## src/rtl/cidat_pkg.sv

```systemverilog
`default_nettype none

package cidat_pkg;

    typedef enum logic [1:0] {
        OP_INSERT = 2'd0,
        OP_DELETE = 2'd1,
        OP_SEARCH = 2'd2,
        OP_CLEAR  = 2'd3
    } opcode_t;

    typedef enum logic [2:0] {
        ST_OK       = 3'd0,
        ST_FULL     = 3'd1,
        ST_DUP      = 3'd2,
        ST_NOTFOUND = 3'd3,
        ST_EMPTY    = 3'd4
    } status_t;

    typedef enum logic [1:0] {
        S_IDLE,
        S_SCAN,
        S_WRITE,
        S_RESULT
    } state_t;

    localparam int ID_W   = 32;
    localparam int HITS_W = 8;
    localparam int SLOT_W = 6;
    localparam int OCC_W  = 7;
    localparam int OUT_W  = 32;

    // One table slot as it travels around the ring
    typedef struct packed {
        logic [ID_W-1:0]   id;
        logic              valid;
        logic [HITS_W-1:0] hits;
    } entry_t;

    typedef struct packed {
        logic shift;
        logic clear;
    } ring_ctl_t;

    typedef struct packed {
        logic              success;
        status_t           status;
        logic [SLOT_W-1:0] slot;
        logic [OCC_W-1:0]  occupied;
        logic [HITS_W-1:0] hits;
    } result_t;

endpackage

`default_nettype wire

```

## src/rtl/cidat_cell.sv

```systemverilog
`default_nettype none

module cidat_cell (
    input  wire logic               aclk,
    input  wire logic               aresetn,
    input  wire cidat_pkg::ring_ctl_t ctl,
    input  wire cidat_pkg::entry_t  din,
    output cidat_pkg::entry_t       dout
);

    cidat_pkg::entry_t entry_reg;

    always_ff @(posedge aclk) begin
        if (!aresetn || ctl.clear) begin
            entry_reg <= '0;
        end else if (ctl.shift) begin
            entry_reg <= din;
        end
    end

    assign dout = entry_reg;

endmodule

`default_nettype wire

```

## config.mk

```make
export PLATFORM = sky130hd
export DESIGN_NAME = cidat_cell
export DESIGN_NICKNAME = d
export VERILOG_FILES = /design/src/rtl/cidat_pkg.sv /design/src/rtl/cidat_cell.sv
export SDC_FILE = /design/constraint.sdc
export NUM_CORES = 1
export LEC_CHECK = 0
export BUFFER_PORTS_ARGS = -buffer_cell sky130_fd_sc_hd__buf_4
export CORE_UTILIZATION = 46
export DETAILED_ROUTE_END_ITERATION = 16
export PLACE_DENSITY = 0.91
export SYNTH_ARGS = -nofsm -noshare
export SYNTH_HDL_FRONTEND = slang
export SYNTH_SLANG_ARGS = --single-unit
```

## constraint.sdc

```tcl
create_clock -name aclk -period 1.9 [get_ports aclk]
set_input_delay 0.57 -clock aclk [delete_from_list [all_inputs] [get_ports aclk]]
set_output_delay 0.57 -clock aclk [all_outputs]
set_load 0.05 [all_outputs]
```

### Word-level counts from Yosys, hierarchy flattened

Cells that the tools add are included.

* word-level logic and storage cells: 5
* bits in registers: 41
* memory bits (read-only): 0
* bits in writable memories: 0
* memories kept: 0
* output and inout bits: 41
* latch bits: 0

* div/mod/pow operators: 0
* mux-type cells: 0
* equal/unequal tests: 0
* bitwise gates (word level): 0
* $lt $le $gt $ge: 0
* $add $sub $neg: 0
* multipliers: 0
* reductions and logical operators: 2
* shifts and indexed selects: 0

Operator list (count)
* $logic_not A1 Y1: 1
* $logic_or A1 B1 Y1: 1

### Longest topological paths before layout

Gate-level depths: netlist of run 1.

* depth after elaboration: 2
* depth in mapped cells: 4

### Worst setup path before layout of run 1

Ideal clock, no wire load.

* path kind: input to register
* start point: input ctl[1] in the netlist's numbering
* end point: register entry_reg (netlist bit dout[0])
* setup slack: 713 ps
* setup time: 115 ps
* arrival time: 1072 ps
* cell stages on the path: 4
* required time: 1785 ps
* cell sequence: buf_6 -> buf_12 -> mux2i_1 -> nor2_2

RTL lines
* start: declaration: line cidat_cell.sv:6 `input wire cidat_pkg::ring_ctl_t ctl,`
* end signal: assignment: line cidat_cell.sv:17 `entry_reg <= din;`
* end: declaration: line cidat_cell.sv:11 `cidat_pkg::entry_t entry_reg;`

### Final worst setup path of run 1

* start point: register entry_reg (netlist bit dout[31])
* end point: output dout[31] in the netlist's numbering

RTL lines
* end: declaration: line cidat_cell.sv:8 `output cidat_pkg::entry_t dout`

No word-level cell between the ends.

==> impl_metrics.env, run 1 <==
export IMPL_crit_required_ns=1.33
export IMPL_min_path_type="primary input to flop"
export IMPL_grtUsageTotal_pct=18.8
export IMPL_clockBufferDepth=2
export IMPL_status="completed"
export IMPL_synthMuxAreaShare_pct=26.6
export IMPL_whs_path_depth=3
export IMPL_hold_viol_final=0
export IMPL_clock_skew_ns=0
export IMPL_fmax_mhz=670
export IMPL_yosysWarnings=0
export IMPL_powerDensity_nw_per_um2=796
export IMPL_ios=86
export IMPL_worst_path_buf_inv=1
export IMPL_largest_register_ffs=41
export IMPL_cp_startpoint="dout[31]"
export IMPL_diodes=0
export IMPL_grt_max_degree=42
export IMPL_cts_hold_buf=0
export IMPL_grt_pass1_wl_microns=4880
export IMPL_cp_start_kind="flop"
export IMPL_totalWireLength_microns=3200
export IMPL_synth_top_family_by_area="multiplexers"
export IMPL_netlist_cell_type_count=8
export IMPL_r2r_start="dout[22]"
export IMPL_dpl_hpwl_microns=2350
export IMPL_crit_chain="buf_4"
export IMPL_peakVddDrop_mv=0.533
export IMPL_synth_compound_area_share_pct=0
export IMPL_cts_max_level=2
export IMPL_n_fill_cell=270
export IMPL_io_buffers=85
export IMPL_path_class="flop to primary output"
export IMPL_final_net_count=264
export IMPL_avgSynthCellArea_sq_um=11.5
export IMPL_synth_simple_gate_area_share_pct=10.9
export IMPL_cts_sinks=41
export IMPL_die_x_microns=59.9
export IMPL_drtAntennaViolNets=0
export IMPL_min_period_over_period_pct=78.5
export IMPL_vias=1230
export IMPL_die_area_sq_um=3580
export IMPL_cts_tree="yes"
export IMPL_antenna_found_initial=0
export IMPL_grt_overflow=0
export IMPL_total_power_mw=1.75
export IMPL_netlist_area_sq_um=1540
export IMPL_drc=0
export IMPL_r2r_slack_ns=1.25
export IMPL_ys_seq_area_share_pct=53.3
export IMPL_start_util_pct=49.6
export IMPL_drive_gt1_share_pct=44.7
export IMPL_synth_cells=134
export IMPL_synthXorXnorAreaFrac_pct=0
export IMPL_synth_fa_ha_area_share_pct=0
export IMPL_ff_latch_area_sq_um=821
export IMPL_min_delay_start="din[30]"
export IMPL_cp_top_family="flip-flops"
export IMPL_cts_inserted_buffers=5
export IMPL_die_h_microns=59.9
export IMPL_place_ws_ns=0.522
export IMPL_coreArea_sq_um=3100
export IMPL_multiInputGateArea_sq_um=578
export IMPL_rows=20
export IMPL_holdWs_ns=0.458
export IMPL_maxSlewViolCount=0
export IMPL_ctsRootBufferMaster="clkbuf_4"
export IMPL_cts_repair_resized=0
export IMPL_area_growth_pct=42.8
export IMPL_crit_arrival_ns=0.92
export IMPL_critical_path_slowest_cell="dfxtp_1"
export IMPL_synth_seq_cells=41
export IMPL_rsz0062_at_grt="no"
export IMPL_drt_iter0_drc=26
export IMPL_maxCapViolations=0
export IMPL_path_clk_slew_ns=0.11
export IMPL_leakagePower_nw=1.12
export IMPL_wl_per_cell_microns=12.2
export IMPL_rr_worst_depth=2
export IMPL_gp_congestion=0.692
export IMPL_setup_viol=0
export IMPL_post_route_min_period_ns=1.49
export IMPL_syn_nets=179
export IMPL_reg2reg_to="dout[22]"
export IMPL_endpoint_kind="primary output"
export IMPL_clk_latency_ns=0.33
export IMPL_post_cts_buffers=0
export IMPL_dr_pass1_iters=3
export IMPL_layout_setup_ws_ns=0.408
export IMPL_critPathMaxStageDelay_ns=0.37
export IMPL_setup_tns_final_ns=0
export IMPL_viasPerCell=4.68
export IMPL_min_to="dout[30]"
export IMPL_tightest_slew_ns=0.277
export IMPL_grt_pass1_vias=1219
export IMPL_relSlewSlack_pct=81.6
export IMPL_worstPathMaxFanout=2
-- synth_stat cells --
cell type / instances / share of area (%)
nor2_1: 38 / 9.3
buf_12: 4 / 5.2
clkbuf_2: 1 / 0.32
mux2i_1: 41 / 27
nand2b_1: 1 / 0.41
nor2_2: 3 / 1.2
dfxtp_1: 41 / 53
buf_6: 5 / 3.7
-- stage by stage --
stage / utilization (%) / cells / area (sq um)
after CTS: 70.9 / 263 / 2200
final: 70.9 / 263 / 2200
after global placement: 68.5 / 256 / 2130
after detailed placement: 68.5 / 256 / 2130
after global routing: 70.9 / 263 / 2200
after floorplan: - / 134 / 1540
-- report_power, final --
group	internal [mW]	switching, mW
clock network	0.268	0.259
registers	0.888	0.0150
logic	0.142	0.179
-- worst max path at each step --
stage,end,cells after the start,slack [ns]
global route,dout[31],1,0.36
CTS,dout[31],1,0.39
global placement,dout[2],4,0.56
floorplan,dout[0],4,0.71
finish,dout[31],1,0.41
detailed placement,dout[22],4,0.52
-- cell usage in the layout (no fill, tap or decap) --
cell type and instances:
buf_12 1, buf_4 87, bufinv_16 1, clkbuf_4 5
clkinv_2 1, dfxtp_1 41, mux2i_1 41, nand2b_1 1
nor2_1 38, nor2_2 3
-- logic make-up after synthesis --
family,after synthesis
and+or+nand+nor,42
muxes,41
DFF,41
buffers and inverters,10
-- layout make-up --
type,instances,share of cell area (%)
flip-flops and latches,41,37.3
multi-input cells,83,26.3
clock buffers,5,1.71
clock inverters,2,1.59
well taps,44,2.50
repair buffers,88,30.6
-- routing by layer --
metal / track usage (%) / vias up / part of all wire [%] / wire length, microns
met5: 0 / - / 0 / 0
met4: 6.98 / 0 / 1.3 / 43
met3: 9.31 / 6 / 9.7 / 311
met1: 17.5 / 558 / 38 / 1220
met2: 34.9 / 55 / 51 / 1620
li1: - / 611 / - / -
Power figures use the tool's default switching activity.
==> run 2, diff against run 1 <==
CORE_UTILIZATION = 43   (was 46)
PLACE_DENSITY = 0.86   (was 0.91)
clock period = 1.5 ns   (was 1.9 ns; I/O delays follow)
==> run 2 against run 1 <==
Cell area increased by 1.1%. Die area increased by 6.7%. Core utilization decreased by 5.3 points. Routed wire length decreased by 6.8%. Critical path type unchanged. Critical endpoint is now dout[5].
==> impl_metrics.env, run 2 (same netlist as run 1, synthesis figures left out) <==
export IMPL_tightest_slew_ns=0.162
export IMPL_drtAntennaViolNets=0
export IMPL_path_class="flop to primary output"
export IMPL_min_path_type="primary input to flop"
export IMPL_setup_viol=0
export IMPL_endpoint_kind="primary output"
export IMPL_clk_latency_ns=0.33
export IMPL_cts_hold_buf=0
export IMPL_min_to="dout[9]"
export IMPL_n_fill_cell=280
export IMPL_final_net_count=264
export IMPL_mostFrequentLayoutCells="buf_4 (85), mux2i_1 (41), dfxtp_1 (41), nor2_1 (38), clkbuf_4 (5)"
export IMPL_rr_worst_depth=2
export IMPL_fin_util_pct=65.6
export IMPL_rows=21
export IMPL_grtUsageTotal_pct=16.1
export IMPL_critPathMaxStageDelay_ns=0.37
export IMPL_antenna_found_initial=0
export IMPL_peakVddDrop_mv=0.588
export IMPL_maxSlewViolCount=0
export IMPL_cp_top_family="flip-flops"
export IMPL_io_buffers=85
export IMPL_clock_skew_ns=0
export IMPL_die_area_sq_um=3830
export IMPL_cts_tree="yes"
export IMPL_min_delay_start="din[9]"
export IMPL_dpl_hpwl_microns=2180
export IMPL_worstPathMaxFanout=2
export IMPL_vias=1164
export IMPL_die_h_microns=61.9
export IMPL_relSlewSlack_pct=88.9
export IMPL_drc=0
export IMPL_cts_sinks=41
export IMPL_post_route_min_period_ns=1.36
export IMPL_cp_start_kind="flop"
export IMPL_wl_per_cell_microns=11.2
export IMPL_drt_iter0_drc=56
export IMPL_ctsRootBufferMaster="clkbuf_4"
export IMPL_crit_chain="buf_4"
export IMPL_worst_path_buf_inv=1
export IMPL_clockBufferDepth=2
export IMPL_layout_commonest_cell="buf_4"
export IMPL_largest_register_ffs=41
export IMPL_die_x_microns=61.9
export IMPL_status="completed"
export IMPL_totalWireLength_microns=2980
export IMPL_start_util_pct=45.4
export IMPL_grt_pass1_vias=998
export IMPL_r2r_start="dout[0]"
export IMPL_whs_path_depth=3
export IMPL_coreArea_sq_um=3390
export IMPL_fmax_mhz=735
export IMPL_grt_overflow=0
export IMPL_powerDensity_nw_per_um2=969
export IMPL_crit_arrival_ns=0.91
export IMPL_cts_inserted_buffers=5
export IMPL_hold_viol_final=0
export IMPL_leakagePower_nw=1.13
export IMPL_post_cts_buffers=0
export IMPL_rsz0062_at_grt="no"
export IMPL_gp_congestion=0.663
export IMPL_cts_repair_resized=0
export IMPL_cts_max_level=2
export IMPL_maxCapViolations=0
export IMPL_viasPerCell=4.38
export IMPL_critical_path_slowest_cell="dfxtp_1"
export IMPL_ios=86
export IMPL_crit_required_ns=1.05
export IMPL_dr_pass1_iters=2
export IMPL_grt_pass1_wl_microns=4380
export IMPL_grt_max_degree=42
export IMPL_reg2reg_to="dout[0]"
export IMPL_area_growth_pct=44.4
export IMPL_path_clk_slew_ns=0.11
export IMPL_setup_tns_final_ns=0
export IMPL_drive_gt1_share_pct=45.0
export IMPL_min_period_over_period_pct=90.8
export IMPL_diodes=0
export IMPL_r2r_slack_ns=0.86
## run 2: layout make-up
class	count	area, sq um	area share [%]
clock inverters	1	5.00	0.225
flip-flops and latches	41	821	36.9
well taps	46	57.6	2.59
repair buffers	88	698	31.4
multi-input cells	83	578	26.0
clock buffers	7	65.1	2.92
## run 2: where the power goes
part | internal, mW | switching [mW]
registers | 1.12 | 0.0185
logic | 0.186 | 0.224
clock network | 0.272 | 0.330
total | 1.58 | 0.572
## run 2: per-layer routing
| layer | routed length, microns | global-route usage (%) | up-vias |
|---|---|---|---|
| li1 | - | - | 607 |
| met1 | 1250 | 18.7 | 499 |
| met2 | 1410 | 25.5 | 53 |
| met3 | 281 | 7.25 | 5 |
| met4 | 43 | 7.30 | 0 |
| met5 | 0 | 0 | - |
## run 2: worst max path at each step
stage / from / to / slack [ns] / cells past startpoint
4_1_cts: dout[5] / dout[5] / 0.12 / 1
3_3_place_gp: ctl[1] / dout[26] / 0.36 / 4
6_report: dout[5] / dout[5] / 0.14 / 1
2_1_floorplan: ctl[1] / dout[0] / 0.43 / 4
5_1_grt: dout[5] / dout[5] / 0.07 / 1
3_5_place_dp: ctl[1] / dout[26] / 0.33 / 4
## run 2: tightest hold or removal path, cell delays in order
cell and delay (ns):
buf_4 0.07, mux2i_1 0.05, nor2_1 0.07
## run 2: per-stage QoR
stage | hold WS, ns | setup slack, ns | power (mW) | cell area [sq um] | std cells
final | 0.338 | 0.139 | 2.15 | 2220 | 266
after global routing | 0.327 | 0.0746 | 2.26 | 2220 | 266
after CTS | 0.318 | 0.116 | 2.19 | 2220 | 266
after detailed placement | 0.486 | 0.328 | 1.58 | 2150 | 258
after global placement | 0.475 | 0.365 | 1.58 | 2150 | 258
after floorplan | 0.597 | 0.433 | 1.44 | 1540 | 134
==> run 3, diff against run 2 <==
ABC_AREA = 1   (was unset)
CORE_UTILIZATION = 42   (was 43)
==> run 3 against run 2 <==
Global-route usage rose by 1.0 points. Sequential share of layout area increased by 1.2 points. Clock-buffer cell count unchanged. Clock power is essentially flat. Register-to-register slack about the same. Total power down 2.0%. First-iteration DRC count is 7.1% higher. Critical path depth stayed put. Clock skew stayed put. Core utilization is 1.0 points lower. Die area shrank 3.1%.
==> impl_metrics.env, run 3 <==
export IMPL_hold_viol_final=0
export IMPL_netlist_area_sq_um=1460
export IMPL_peakVddDrop_mv=0.618
export IMPL_io_buffers=85
export IMPL_drtAntennaViolNets=0
export IMPL_ios=86
export IMPL_cts_repair_resized=0
export IMPL_fin_area_sq_um=2160
export IMPL_synth_compound_area_share_pct=14.1
export IMPL_post_route_min_period_ns=1.35
export IMPL_grt_pass1_vias=1150
export IMPL_multiInputGateArea_sq_um=517
export IMPL_drc=0
export IMPL_totalWireLength_microns=3130
export IMPL_synth_commonest_cells="nand2_1 (83), a21oi_1 (41), dfxtp_1 (41), buf_6 (5)"
export IMPL_ff_latch_area_sq_um=821
export IMPL_die_x_microns=60.9
export IMPL_path_clk_slew_ns=0.11
export IMPL_leakagePower_nw=0.993
export IMPL_min_path_type="primary input to flop"
export IMPL_critical_path_slowest_cell="dfxtp_1"
export IMPL_fmax_mhz=741
export IMPL_largest_register_ffs=41
export IMPL_synth_async_reset_ratio_pct=0
export IMPL_crit_arrival_ns=0.90
export IMPL_die_h_microns=60.9
export IMPL_drive_gt1_share_pct=36.6
export IMPL_synth_simple_gate_area_share_pct=21.4
export IMPL_status="completed"
export IMPL_layout_commonest_cell="buf_4"
export IMPL_holdWs_ns=0.357
export IMPL_synth_cells=180
export IMPL_r2r_start="dout[31]"
export IMPL_whs_path_depth=3
export IMPL_synth_edf_count=0
export IMPL_post_cts_buffers=0
export IMPL_viasPerCell=4.48
export IMPL_dpl_hpwl_microns=2160
export IMPL_endpoint_kind="primary output"
export IMPL_relSlewSlack_pct=82.3
export IMPL_cp_num_cells=1
export IMPL_synth_most_common_cell="nand2_1"
export IMPL_vias=1381
export IMPL_final_net_count=306
export IMPL_tightest_slew_ns=0.265
export IMPL_final_cells=308
export IMPL_min_period_over_period_pct=89.9
export IMPL_ys_top_cells_by_area="dfxtp_1 (56%), nand2_1 (21%), a21oi_1 (14%)"
export IMPL_netlist_cell_type_count=8
export IMPL_synth_seq_cells=41
export IMPL_coreArea_sq_um=3340
export IMPL_grt_overflow=0
export IMPL_dr_pass1_iters=3
export IMPL_placed_area_sq_um=2090
export IMPL_total_power_mw=2.11
export IMPL_worst_path_buf_inv=1
export IMPL_min_delay_start="din[37]"
export IMPL_maxSlewViolCount=0
export IMPL_area_growth_pct=48.0
export IMPL_grt_max_degree=42
export IMPL_gp_congestion=0.716
export IMPL_cts_max_level=2
export IMPL_cp_start_kind="flop"
export IMPL_placed_cells=300
export IMPL_rows=21
export IMPL_die_area_sq_um=3710
export IMPL_clk_latency_ns=0.33
export IMPL_rr_worst_depth=2
export IMPL_grt_pass1_wl_microns=4650
export IMPL_synth_ff_type="dfxtp_1"
export IMPL_setup_viol=0
export IMPL_rsz0062_at_grt="no"
export IMPL_worstPathMaxFanout=2
export IMPL_start_util_pct=43.6
export IMPL_clock_skew_ns=0
export IMPL_synthMuxAreaShare_pct=0
export IMPL_avgSynthCellArea_sq_um=8.09
export IMPL_yosys_area_top_type="dfxtp_1"
export IMPL_cp_top_family="flip-flops"
export IMPL_setup_tns_final_ns=0
export IMPL_critPathMaxStageDelay_ns=0.36
export IMPL_cts_sinks=41
export IMPL_synth_fa_ha_area_share_pct=0
export IMPL_cts_inserted_buffers=5
export IMPL_synthXorXnorAreaFrac_pct=0
export IMPL_wl_per_cell_microns=10.2
export IMPL_cp_startpoint="dout[31]"
export IMPL_grtUsageTotal_pct=17.1
export IMPL_cts_tree="yes"
export IMPL_yosysWarnings=0
export IMPL_clockBufferDepth=2
export IMPL_powerDensity_nw_per_um2=980
export IMPL_ys_seq_area_share_pct=56.4
export IMPL_antenna_found_initial=0
export IMPL_diodes=0
export IMPL_crit_chain="buf_4"
export IMPL_maxCapViolations=0
export IMPL_synth_top_family_by_area="simple AND/OR/NAND/NOR gates"
export IMPL_syn_nets=225
export IMPL_mostFrequentLayoutCells="buf_4 (85), nand2_1 (83), a21oi_1 (41), dfxtp_1 (41), clkbuf_4 (5)"
export IMPL_synth_top_area_share_pct=56.4
export IMPL_n_fill_cell=323
export IMPL_drt_iter0_drc=60
export IMPL_cts_hold_buf=0
export IMPL_ctsRootBufferMaster="clkbuf_4"
export IMPL_path_class="flop to primary output"
export IMPL_crit_required_ns=1.05
## run 3: cell types whose count changed after synthesis, sizes merged, moves of 4 or more
cell and delta:
mux2i -41, nand2 +83, buf +4, a21oi +41, nor2 -41
## run 3: layout make-up
type                            instances  area share (%)
Sequential cell                        41            38.1
Clock inverter                          1           0.232
Multi-Input combinational cell        124            24.0
Timing Repair Buffer                   87            31.5
Tap cell                               46            2.67
Inverter                                2           0.580
Clock buffer                            7            3.02
## run 3: routing by layer
layer | up-vias | global-route usage (%) | wire length [microns]
met5 | - | 0 | 0
met4 | 0 | 6.82 | 24
met3 | 4 | 6.18 | 193
met2 | 48 | 28.7 | 1560
met1 | 600 | 19.9 | 1360
li1 | 729 | - | -
## run 3: metrics by stage
step / setup WS, ns / util, %
floorplan: 0.447 / -
global placement: 0.391 / 62.5
detailed placement: 0.363 / 62.5
CTS: 0.130 / 64.6
global route: 0.0905 / 64.6
finish: 0.151 / 64.6
## run 3: logic make-up (layout without fill, tap and decap cells)
family                 Yosys count  in the layout
buffers and inverters           15             97
AND/OR/NAND/NOR                 83             83
AO/OA/AOI/OAI                   41             41
flip-flops                      41             41
## run 3: worst paths after layout
check | end | slack (ns)
min reg2reg | dout[6] | 0.47
max | dout[31] | 0.15
min | dout[37] | 0.36
max reg2reg | dout[31] | 0.87
## run 3: power breakdown
group          total, mW  switching [mW]  internal (mW)
logic              0.372           0.221          0.151
clock network      0.599           0.327          0.272
registers           1.14          0.0177           1.12
