**src/rtl/cidat_pkg.sv**
```systemverilog
`default_nettype none

package cidat_pkg;

    typedef enum logic [1:0] {
        OP_INSERT = 2'd0,
        OP_DELETE = 2'd1,
        OP_SEARCH = 2'd2,
        OP_CLEAR  = 2'd3
    } opcode_t;

    typedef enum logic [2:0] {
        ST_OK       = 3'd0,
        ST_FULL     = 3'd1,
        ST_DUP      = 3'd2,
        ST_NOTFOUND = 3'd3,
        ST_EMPTY    = 3'd4
    } status_t;

    typedef enum logic [1:0] {
        S_IDLE,
        S_SCAN,
        S_WRITE,
        S_RESULT
    } state_t;

    localparam int ID_W   = 32;
    localparam int HITS_W = 8;
    localparam int SLOT_W = 6;
    localparam int OCC_W  = 7;
    localparam int OUT_W  = 32;

    // One table slot as it travels around the ring
    typedef struct packed {
        logic [ID_W-1:0]   id;
        logic              valid;
        logic [HITS_W-1:0] hits;
    } entry_t;

    typedef struct packed {
        logic shift;
        logic clear;
    } ring_ctl_t;

    typedef struct packed {
        logic              success;
        status_t           status;
        logic [SLOT_W-1:0] slot;
        logic [OCC_W-1:0]  occupied;
        logic [HITS_W-1:0] hits;
    } result_t;

endpackage

`default_nettype wire

```
**src/rtl/cidat_ctrl.sv**
```systemverilog
`default_nettype none

module cidat_ctrl #(
    parameter int DEPTH = 64
) (
    input  wire logic                     aclk,
    input  wire logic                     aresetn,
    input  wire logic                     s_tvalid,
    output logic                          s_tready,
    input  wire logic [7:0]               s_tuser,
    input  wire logic [cidat_pkg::ID_W-1:0] s_tdata,
    output logic                          m_tvalid,
    input  wire logic                     m_tready,
    output logic [cidat_pkg::OUT_W-1:0]   m_tdata,
    input  wire cidat_pkg::entry_t        head,
    output cidat_pkg::entry_t             wb,
    output cidat_pkg::ring_ctl_t          ctl
);

    localparam int IDX_W = (DEPTH > 1) ? $clog2(DEPTH) : 1;
    localparam int CNT_W = $clog2(DEPTH + 1);
    localparam int RES_W = 1 + 3 + cidat_pkg::SLOT_W + cidat_pkg::OCC_W + cidat_pkg::HITS_W;

    cidat_pkg::state_t  state_reg, state_next;
    cidat_pkg::opcode_t op_reg, op_next;
    logic [cidat_pkg::ID_W-1:0]   id_reg, id_next;
    logic [IDX_W-1:0]             pos_reg, pos_next;
    logic [CNT_W-1:0]             count_reg, count_next;
    logic                         found_reg, found_next;
    logic [IDX_W-1:0]             slot_reg, slot_next;
    logic                         free_reg, free_next;
    logic [IDX_W-1:0]             free_idx_reg, free_idx_next;
    logic                         cnt_free_reg, cnt_free_next;
    logic [cidat_pkg::HITS_W-1:0] hits_reg, hits_next;
    cidat_pkg::result_t           res_reg, res_next;
    logic                         m_valid_reg, m_valid_next;
    logic [cidat_pkg::OUT_W-1:0]  m_data_reg, m_data_next;

    logic                         accept;
    cidat_pkg::opcode_t           in_op;
    logic                         last;
    logic                         match;
    logic                         first_hit;
    logic                         pos_is_count;
    logic                         free_now;
    logic                         cnt_free_now;
    logic [IDX_W-1:0]             first_free;
    logic [IDX_W-1:0]             target;
    logic [IDX_W-1:0]             hit_idx;
    logic [cidat_pkg::HITS_W-1:0] head_hits_inc;
    logic                         out_free;

    function automatic cidat_pkg::result_t mk_result(
        input logic                         ok,
        input cidat_pkg::status_t           st,
        input logic [IDX_W-1:0]             idx,
        input logic [CNT_W-1:0]             cnt,
        input logic [cidat_pkg::HITS_W-1:0] h
    );
        cidat_pkg::result_t r;
        logic [IDX_W+cidat_pkg::SLOT_W-1:0] idx_ext;
        logic [CNT_W+cidat_pkg::OCC_W-1:0]  cnt_ext;
        idx_ext    = {{cidat_pkg::SLOT_W{1'b0}}, idx};
        cnt_ext    = {{cidat_pkg::OCC_W{1'b0}}, cnt};
        r.success  = ok;
        r.status   = st;
        r.slot     = idx_ext[cidat_pkg::SLOT_W-1:0];
        r.occupied = cnt_ext[cidat_pkg::OCC_W-1:0];
        r.hits     = h;
        return r;
    endfunction

    assign in_op         = cidat_pkg::opcode_t'(s_tuser[1:0]);
    assign accept        = s_tvalid && s_tready;
    assign last          = (pos_reg == IDX_W'(DEPTH - 1));
    assign match         = head.valid && (head.id == id_reg);
    assign first_hit     = match && !found_reg;
    assign pos_is_count  = (CNT_W'(pos_reg) == count_reg);
    assign free_now      = free_reg || !head.valid;
    assign cnt_free_now  = cnt_free_reg || (pos_is_count && !head.valid);
    assign first_free    = free_reg ? free_idx_reg : pos_reg;
    assign target        = cnt_free_now ? count_reg[IDX_W-1:0] : first_free;
    assign hit_idx       = found_reg ? slot_reg : pos_reg;
    assign head_hits_inc = head.hits + cidat_pkg::HITS_W'(1);
    assign out_free      = !m_valid_reg || m_tready;

    // Next state
    always_comb begin
        state_next = state_reg;
        unique case (state_reg)
            cidat_pkg::S_IDLE: begin
                if (accept) begin
                    state_next = cidat_pkg::S_RESULT;
                    if ((in_op == cidat_pkg::OP_INSERT) && (count_reg < CNT_W'(DEPTH))) begin
                        state_next = cidat_pkg::S_SCAN;
                    end
                    if (((in_op == cidat_pkg::OP_DELETE) || (in_op == cidat_pkg::OP_SEARCH))
                        && (count_reg != '0)) begin
                        state_next = cidat_pkg::S_SCAN;
                    end
                end
            end
            cidat_pkg::S_SCAN: begin
                if (last) begin
                    if ((op_reg == cidat_pkg::OP_INSERT) && !(found_reg || match) && free_now) begin
                        state_next = cidat_pkg::S_WRITE;
                    end else begin
                        state_next = cidat_pkg::S_RESULT;
                    end
                end
            end
            cidat_pkg::S_WRITE: begin
                if (last) begin
                    state_next = cidat_pkg::S_RESULT;
                end
            end
            cidat_pkg::S_RESULT: begin
                if (out_free) begin
                    state_next = cidat_pkg::S_IDLE;
                end
            end
            default: state_next = cidat_pkg::S_IDLE;
        endcase
    end

    // Outputs toward the input channel and the ring
    always_comb begin
        s_tready  = (state_reg == cidat_pkg::S_IDLE);
        ctl.shift = (state_reg == cidat_pkg::S_SCAN) || (state_reg == cidat_pkg::S_WRITE);
        ctl.clear = (state_reg == cidat_pkg::S_IDLE) && s_tvalid
                    && (in_op == cidat_pkg::OP_CLEAR);
        wb        = head;
        if ((state_reg == cidat_pkg::S_SCAN) && first_hit) begin
            if (op_reg == cidat_pkg::OP_DELETE) begin
                wb.id    = '0;
                wb.valid = 1'b0;
            end
            if (op_reg == cidat_pkg::OP_SEARCH) begin
                wb.hits = head_hits_inc;
            end
        end
        if ((state_reg == cidat_pkg::S_WRITE) && (pos_reg == slot_reg)) begin
            wb.id    = id_reg;
            wb.valid = 1'b1;
        end
    end

    // Datapath
    always_comb begin
        op_next       = op_reg;
        id_next       = id_reg;
        pos_next      = pos_reg;
        count_next    = count_reg;
        found_next    = found_reg;
        slot_next     = slot_reg;
        free_next     = free_reg;
        free_idx_next = free_idx_reg;
        cnt_free_next = cnt_free_reg;
        hits_next     = hits_reg;
        res_next      = res_reg;
        m_valid_next  = m_valid_reg;
        m_data_next   = m_data_reg;

        if (m_tready) begin
            m_valid_next = 1'b0;
        end

        case (state_reg)
            cidat_pkg::S_IDLE: begin
                if (accept) begin
                    op_next       = in_op;
                    id_next       = s_tdata;
                    pos_next      = '0;
                    found_next    = 1'b0;
                    free_next     = 1'b0;
                    cnt_free_next = 1'b0;
                    case (in_op)
                        cidat_pkg::OP_INSERT: begin
                            res_next = mk_result(1'b0, cidat_pkg::ST_FULL, '0, count_reg, '0);
                        end
                        cidat_pkg::OP_CLEAR: begin
                            count_next = '0;
                            res_next   = mk_result(1'b1, cidat_pkg::ST_OK, '0, '0, '0);
                        end
                        default: begin
                            res_next = mk_result(1'b0, cidat_pkg::ST_EMPTY, '0, count_reg, '0);
                        end
                    endcase
                end
            end
            cidat_pkg::S_SCAN: begin
                pos_next = last ? '0 : pos_reg + IDX_W'(1);
                if (first_hit) begin
                    found_next = 1'b1;
                    slot_next  = pos_reg;
                    hits_next  = head_hits_inc;
                end
                if (!head.valid && !free_reg) begin
                    free_next     = 1'b1;
                    free_idx_next = pos_reg;
                end
                if (pos_is_count && !head.valid) begin
                    cnt_free_next = 1'b1;
                end
                if (last) begin
                    case (op_reg)
                        cidat_pkg::OP_INSERT: begin
                            if (found_reg || match) begin
                                res_next = mk_result(1'b0, cidat_pkg::ST_DUP, '0, count_reg, '0);
                            end else if (!free_now) begin
                                res_next = mk_result(1'b0, cidat_pkg::ST_FULL, '0, count_reg, '0);
                            end else begin
                                slot_next = target;
                            end
                        end
                        cidat_pkg::OP_DELETE: begin
                            if (found_reg || match) begin
                                count_next = count_reg - CNT_W'(1);
                                res_next   = mk_result(1'b1, cidat_pkg::ST_OK, hit_idx,
                                                       count_reg - CNT_W'(1), '0);
                            end else begin
                                res_next = mk_result(1'b0, cidat_pkg::ST_NOTFOUND, '0,
                                                     count_reg, '0);
                            end
                        end
                        default: begin
                            if (found_reg || match) begin
                                res_next = mk_result(1'b1, cidat_pkg::ST_OK, hit_idx, count_reg,
                                                     found_reg ? hits_reg : head_hits_inc);
                            end else begin
                                res_next = mk_result(1'b0, cidat_pkg::ST_NOTFOUND, '0,
                                                     count_reg, '0);
                            end
                        end
                    endcase
                end
            end
            cidat_pkg::S_WRITE: begin
                pos_next = last ? '0 : pos_reg + IDX_W'(1);
                if (last) begin
                    count_next = count_reg + CNT_W'(1);
                    res_next   = mk_result(1'b1, cidat_pkg::ST_OK, slot_reg,
                                           count_reg + CNT_W'(1), '0);
                end
            end
            cidat_pkg::S_RESULT: begin
                if (out_free) begin
                    m_valid_next = 1'b1;
                    m_data_next  = {{(cidat_pkg::OUT_W - RES_W){1'b0}},
                                    res_reg.hits, res_reg.occupied, res_reg.slot,
                                    res_reg.status, res_reg.success};
                end
            end
            default: begin
            end
        endcase
    end

    always_ff @(posedge aclk) begin
        if (!aresetn) begin
            state_reg   <= cidat_pkg::S_IDLE;
            pos_reg     <= '0;
            count_reg   <= '0;
            m_valid_reg <= 1'b0;
        end else begin
            state_reg   <= state_next;
            pos_reg     <= pos_next;
            count_reg   <= count_next;
            m_valid_reg <= m_valid_next;
        end
    end

    always_ff @(posedge aclk) begin
        op_reg       <= op_next;
        id_reg       <= id_next;
        found_reg    <= found_next;
        slot_reg     <= slot_next;
        free_reg     <= free_next;
        free_idx_reg <= free_idx_next;
        cnt_free_reg <= cnt_free_next;
        hits_reg     <= hits_next;
        res_reg      <= res_next;
        m_data_reg   <= m_data_next;
    end

    assign m_tvalid = m_valid_reg;
    assign m_tdata  = m_data_reg;

`ifndef ASSERT_OFF
    a_count_bound: assert property (@(posedge aclk) disable iff (!aresetn)
        count_reg <= CNT_W'(DEPTH))
        else $error("entry count above table depth");

    a_pos_idle: assert property (@(posedge aclk) disable iff (!aresetn)
        (pos_reg != '0) |-> ((state_reg == cidat_pkg::S_SCAN)
                             || (state_reg == cidat_pkg::S_WRITE)))
        else $error("ring left mid-rotation");

    a_clear_count: assert property (@(posedge aclk) disable iff (!aresetn)
        (accept && (in_op == cidat_pkg::OP_CLEAR)) |=> (count_reg == '0))
        else $error("clear did not empty the table");

    a_write_target: assert property (@(posedge aclk) disable iff (!aresetn)
        (state_reg == cidat_pkg::S_WRITE) |-> (slot_reg <= IDX_W'(DEPTH - 1)))
        else $error("insert target outside table");
`endif

endmodule

`default_nettype wire

```
**config.mk**
```make
export PLATFORM = sky130hd
export DESIGN_NAME = cidat_ctrl
export DESIGN_NICKNAME = d
export VERILOG_FILES = /design/src/rtl/cidat_pkg.sv /design/src/rtl/cidat_ctrl.sv
export SDC_FILE = /design/constraint.sdc
export NUM_CORES = 1
export LEC_CHECK = 0
export BUFFER_PORTS_ARGS = -buffer_cell sky130_fd_sc_hd__buf_2
export CAP_MARGIN = 5
export CELL_PAD_IN_SITES_DETAIL_PLACEMENT = 1
export CELL_PAD_IN_SITES_GLOBAL_PLACEMENT = 2
export CORE_ASPECT_RATIO = 1.5
export CORE_MARGIN = 4
export CORE_UTILIZATION = 31
export CTS_CLUSTER_SIZE = 30
export DETAILED_ROUTE_END_ITERATION = 12
export PLACE_DENSITY = 0.77
export SLEW_MARGIN = 20
export SYNTH_ARGS = -nofsm -noshare
export SYNTH_HDL_FRONTEND = slang
export SYNTH_SLANG_ARGS = --single-unit
```
**constraint.sdc**
```tcl
create_clock -name aclk -period 2.9 [get_ports aclk]
set_input_delay 0.145 -clock aclk [delete_from_list [all_inputs] [get_ports aclk]]
set_output_delay 0.145 -clock aclk [all_outputs]
set_load 0.1 [all_outputs]
```
# Word level (Yosys, flattened, before mapping)
# Cells that the tools add are included.
dict set report classes {
  order_cmp 1
  n_mux 51
  addsub 4
  reduce_logical 42
  n_eq_ne 23
}
# operator n
set op_table {}
lappend op_table {{$mux 25} 7}
lappend op_table {{$pmux 25 s2} 2}
lappend op_table {{$pmux 25 s3} 1}
lappend op_table {{$mux 33} 2}
lappend op_table {{$mux 6} 10}
lappend op_table {{$mux 7} 6}
lappend op_table {{$mux 41} 1}
lappend op_table {{$eq 32x32->1} 1}
lappend op_table {{$pmux 7 s3} 1}
lappend op_table {{$mux 8} 2}
lappend op_table {{$logic_and 1x1->1} 12}
lappend op_table {{$mux 2} 6}
lappend op_table {{$ne 2x2->1 const B} 6}
lappend op_table {{$pmux 6 s2} 1}
lappend op_table {{$eq 2x2->1 const B} 5}
lappend op_table {{$reduce_and 2->1} 5}
lappend op_table {{$reduce_and 3->1} 3}
lappend op_table {{$add 8x1->8 const B} 1}
lappend op_table {{$mux 1} 8}
lappend op_table {{$ne 2x1->1 const B} 4}
lappend op_table {{$pmux 2 s4} 1}
lappend op_table {{$add 7x1->7 const B} 1}
lappend op_table {{$eq 6x7->1} 1}
lappend op_table {{$lt 7x7->1 const B} 1}
lappend op_table {{17 further kinds} 33}
dict set report word_totals {
  input_bits 85
  regBits 123
  word_cells 139
  output_inout_bits 77
}

# Logic depth before layout (Yosys ltp)
dict set report depth {
  word_depth 9
  ltp_mapped 10
  ltp_nobuf 8
}

# Worst setup path before layout
# OpenSTA, ideal clock, no wires.
dict set report synth_path {
  path_kind {reg2reg}
  startpoint {register state_reg[0]}
  endpoint {register pos_reg[5]}
  t_required_ns 2.828
  arrival_ns 3.422
  period_less_slack_ns 3.494
  setup_ns 0.072
  path_buffers 1
  path_stages_with_launch 8
  setup_slack_ns -0.594
  cell_sequence {dfxtp_1 > inv_1 > ha_1 > clkbuf_1 > and2_1 > o21ai_0 > or4_1 > a21oi_1}
}
dict set report synth_via {
  elab_chain_cells 4
  word_cells_on_any_way 9
  cone_classes {3 x eq/ne; 1 x mux; 5 x reduce/logical}
}
# item line
set synth_lines {}
lappend synth_lines {{from (decl)} cidat_ctrl.sv:24} ;# cidat_pkg::state_t state_reg, state_next;
lappend synth_lines {{from (signal assigned)} cidat_ctrl.sv:261} ;# state_reg <= cidat_pkg::S_IDLE;
lappend synth_lines {{from (signal assigned)} cidat_ctrl.sv:266} ;# state_reg <= state_next;
lappend synth_lines {{$logic_not 2->1 (*)} cidat_ctrl.sv:128} ;# s_tready = (state_reg == cidat_pkg::S_IDLE);
lappend synth_lines {{via s_tready} cidat_ctrl.sv:9} ;# output logic s_tready,
lappend synth_lines {{$logic_and 1x1->1} cidat_ctrl.sv:74} ;# assign accept = s_tvalid && s_tready;
lappend synth_lines {{$ne 2x1->1 (no source line)} n/a}
lappend synth_lines {{$reduce_and 2->1 (no source line)} n/a}
lappend synth_lines {{to (signal assigned)} cidat_ctrl.sv:267} ;# pos_reg <= pos_next;
lappend synth_lines {{to (decl)} cidat_ctrl.sv:27} ;# logic [IDX_W-1:0] pos_reg, pos_next;
# The timed path passes the listed nets; every way through them passes the cells marked *.
# A chain may end at the register's enable or synchronous reset.

==> impl_metrics.json <==
{
  "status": "finished, violations left",
  "failed_checks": "negative setup slack",
  "vias": 6109,
  "core_area_mm2": 0.02247,
  "avgSynthCellArea_um2": 11.07,
  "power_frac_seq_pct": 31.7,
  "comb_power_share_pct": 41.3,
  "largest_reg_flops": 32,
  "postLayoutCellArea_mm2": 0.01046,
  "cts_buffers": 17,
  "synth_area_leaders": "edfxtp_1 (45%), mux2i_1 (5.9%), xor2_1 (5.5%)",
  "peakVddDrop_uv": 402.9,
  "ioPinCount": 162,
  "die_w_um": 131.8,
  "insertion_delay_ps": 440,
  "antenna_found_initial": 0,
  "grt_util_met3_pct": 5.192,
  "syn_inst": 644,
  "skew_ps": 13.45,
  "cp.arrival_ps": 2770,
  "r2r_slack_ps": 150,
  "wire_per_inst_um": 21.31,
  "placed_area_mm2": 0.008572,
  "drive_gt1_share_pct": 39.49,
  "start_util_pct": 31.72,
  "dieArea_mm2": 0.02553,
  "cts.sinks": 123,
  "async_flop_share_pct": 0,
  "synth_common_cells": "edfxtp_1 (107), nor2_1 (71), xor2_1 (45)",
  "drc": 0,
  "grt_pass1_vias": 6696,
  "period_share_pct": 100.6,
  "place.gp.congestion": 0.8475,
  "r2r_start": "id_reg[24]",
  "dr.pass1.iters": 5,
  "clock.fmax_mhz": 342.7,
  "power_leakage_nw": 3.997,
  "htreeDepth": 4,
  "setup_ws_ps": -18.33,
  "yosysMostFrequentCell": "edfxtp_1",
  "instances_no_fill": 1170,
  "synth_top_area_share_pct": 45.08,
  "antennaDiodeCount": 0,
  "ys.flop_type": "edfxtp_1",
  "syn_to_final_growth_pct": 46.80,
  "met2_usage_pct": 37.02,
  "crit_fanout": 9,
  "endpoint": "wb[40]",
  "rsz0062_at_grt": "true",
  "synth_cell_types": 83,
  "drt_wl_total_um": 24930,
  "cellPowerDensity_mw_per_mm2": 823.0,
  "clk_pin_slew_ps": 60,
  "drt_iter0_drc": 230,
  "netlist_area_mm2": 0.007127,
  "finalSetupViolCount": 10,
  "cts_buffer_depth": 2,
  "port-buffer-count": 148,
  "antenna_left": 0,
  "maxCapViolCount": 0,
  "vias_per_cell": 5.221,
  "dp_worst_setup_slack_ps": 184.5,
  "r2r-end": "res_reg[9]",
  "synth_seq_area_share_pct": 49.58,
  "met1_usage_pct": 19.39,
  "synth_top_cell_by_area": "edfxtp_1",
  "cts_tree": "yes",
  "top_usage_layer": "met2",
  "ys_ff_latch": 123,
  "slew_viol_final": 0,
  "switching_share_pct": 41.10,
  "grt_max_degree": 33,
  "grtUsageTotal_pct": 19.41,
  "final-hold-violation-count": 0,
  "slew-limit-headroom_pct": 59.11,
  "root_buffer": "clkbuf_16",
  "hold_path.class": "in2reg",
  "die_h_um": 193.7,
  "power_switching_mw": 3.540,
  "worstSetupStartpoint": "id_reg[6]",
  "p_int_mw": 5.072,
  "period_minus_slack_ps": 2918,
  "path_class": "reg2out",
  "dp.cells": 1074,
  "grt_overflow": 0,
  "synth_warnings": 0,
  "fin_nets": 979,
  "rows": 67,
  "rr_worst_depth": 7,
  "dp_hpwl_um": 16830,
  "clock_power_share_pct": 26.9,
  "worst_pin_slew_ps": 608.7,
  "grt_pass1_wl_um": 38440,
  "worst-endpoint-required_ps": 2760,
  "cp-end-kind": "primary output",
  "fillers": 2390,
  "synth_edf_count": 107,
  "worstSetupStartpointType": "flop"
}
-- metrics by stage --
stage / utilization (%) / power, mW / hold slack [ps] / TNS, ps
global route: 46.57 / 9.037 / 45.03 / -5503
finish: 46.57 / 8.611 / 32.92 / -102.5
floorplan: - / 5.046 / 243.9 / 0
detailed placement: 38.15 / 6.074 / 323.4 / 0
CTS: 45.63 / 8.581 / 24.47 / -281.3
global placement: 38.15 / 6.030 / 321.5 / 0
-- power groups by stage --
stage               logic (mW)  registers (mW)  clock network (mW)
floorplan                 2.04            3.00                   0
global placement          3.30            2.73                   0
detailed placement        3.32            2.76                   0
CTS                       3.49            2.73                2.36
global route              3.82            2.77                2.45
finish                    3.56            2.73                2.32
-- routing by layer --
| metal | wire length (um) | vias to the layer above |
|---|---|---|
| met1 | 8647 | 2991 |
| li1 | - | 2850 |
| met4 | 1095 | 0 |
| met5 | 0 | - |
| met3 | 1377 | 61 |
| met2 | 13810 | 207 |
-- final cells by class --
type                            count  area, um^2  area share, %
Multi-Input combinational cell    468        3637          34.76
Sequential cell                   123        3537          33.81
Timing Repair Buffer              255        2246          21.47
Clock buffer                       17       425.4          4.066
Tap cell                          276       345.3          3.301
Clock inverter                     14       207.7          1.985
Inverter                           17       63.81         0.6099
-- critical path, stage by stage, from the launching register on --
cell      delay (ps)
edfxtp_1         430
xor2_2           210
nor4_2           350
and3_4           280
nand3_4          140
nor4b_4          260
buf_4            160
buf_4            110
buf_12           140
nor2_1            70
buf_6            180
-- how the worst min path moves through the flow --
stage / startpoint / end / slack [ps] / cells after the start
floorplan: s_tdata[0] / id_reg[0] / 240 / 0
global placement: s_tdata[13] / id_reg[13] / 320 / 1
detailed placement: s_tdata[8] / id_reg[8] / 320 / 1
CTS: aresetn / count_reg[3] / 20 / 2
global route: aresetn / count_reg[2] / 50 / 2
finish: aresetn / count_reg[3] / 30 / 2
-- what timing repair did --
item                                    4_1_cts  5_1_grt
hold buffers                                 34        0
pin swaps                                    13       25
resized for setup                           135       17
endpoints found under the setup margin       41       42
cloned                                        3        0
endpoints found under the hold margin        34        0
setup buffers                                15       14
-- cells by family (layout without fill, tap and decap cells) --
kind of cell               count (synthesis)  in the layout  synth area share [%]
other                                      1              7               0.05262
AOI/OAI and AO/OA                        118            118                 12.10
DFF                                      123            123                 49.58
muxes                                     43             43                 6.057
adders and majority gates                 12             12                 2.107
buffers and inverters                     59            303                 4.512
xor gates and xnor gates                  59             59                 7.251
and+or+nand+nor                          229            229                 18.35
-- cells in the final DEF, fill, tap and decap left out, types with 9 or more instances in the layout --
cell type      count
edfxtp_1         107
buf_2            107
buf_4             67
mux2i_1           42
nand2_1           39
nor2_1            39
dlygate4sd3_1     34
buf_12            33
a21oi_1           32
nor2_2            31
xor2_1            30
nand3_1           26
o21ai_0           21
clkbuf_16         17
inv_1             15
xor2_2            15
dfxtp_1           13
nor4_1            11
xnor2_1           10
ha_1              10
nor3_1             9
buf_6              9
(Power assumes the default switching activity.)
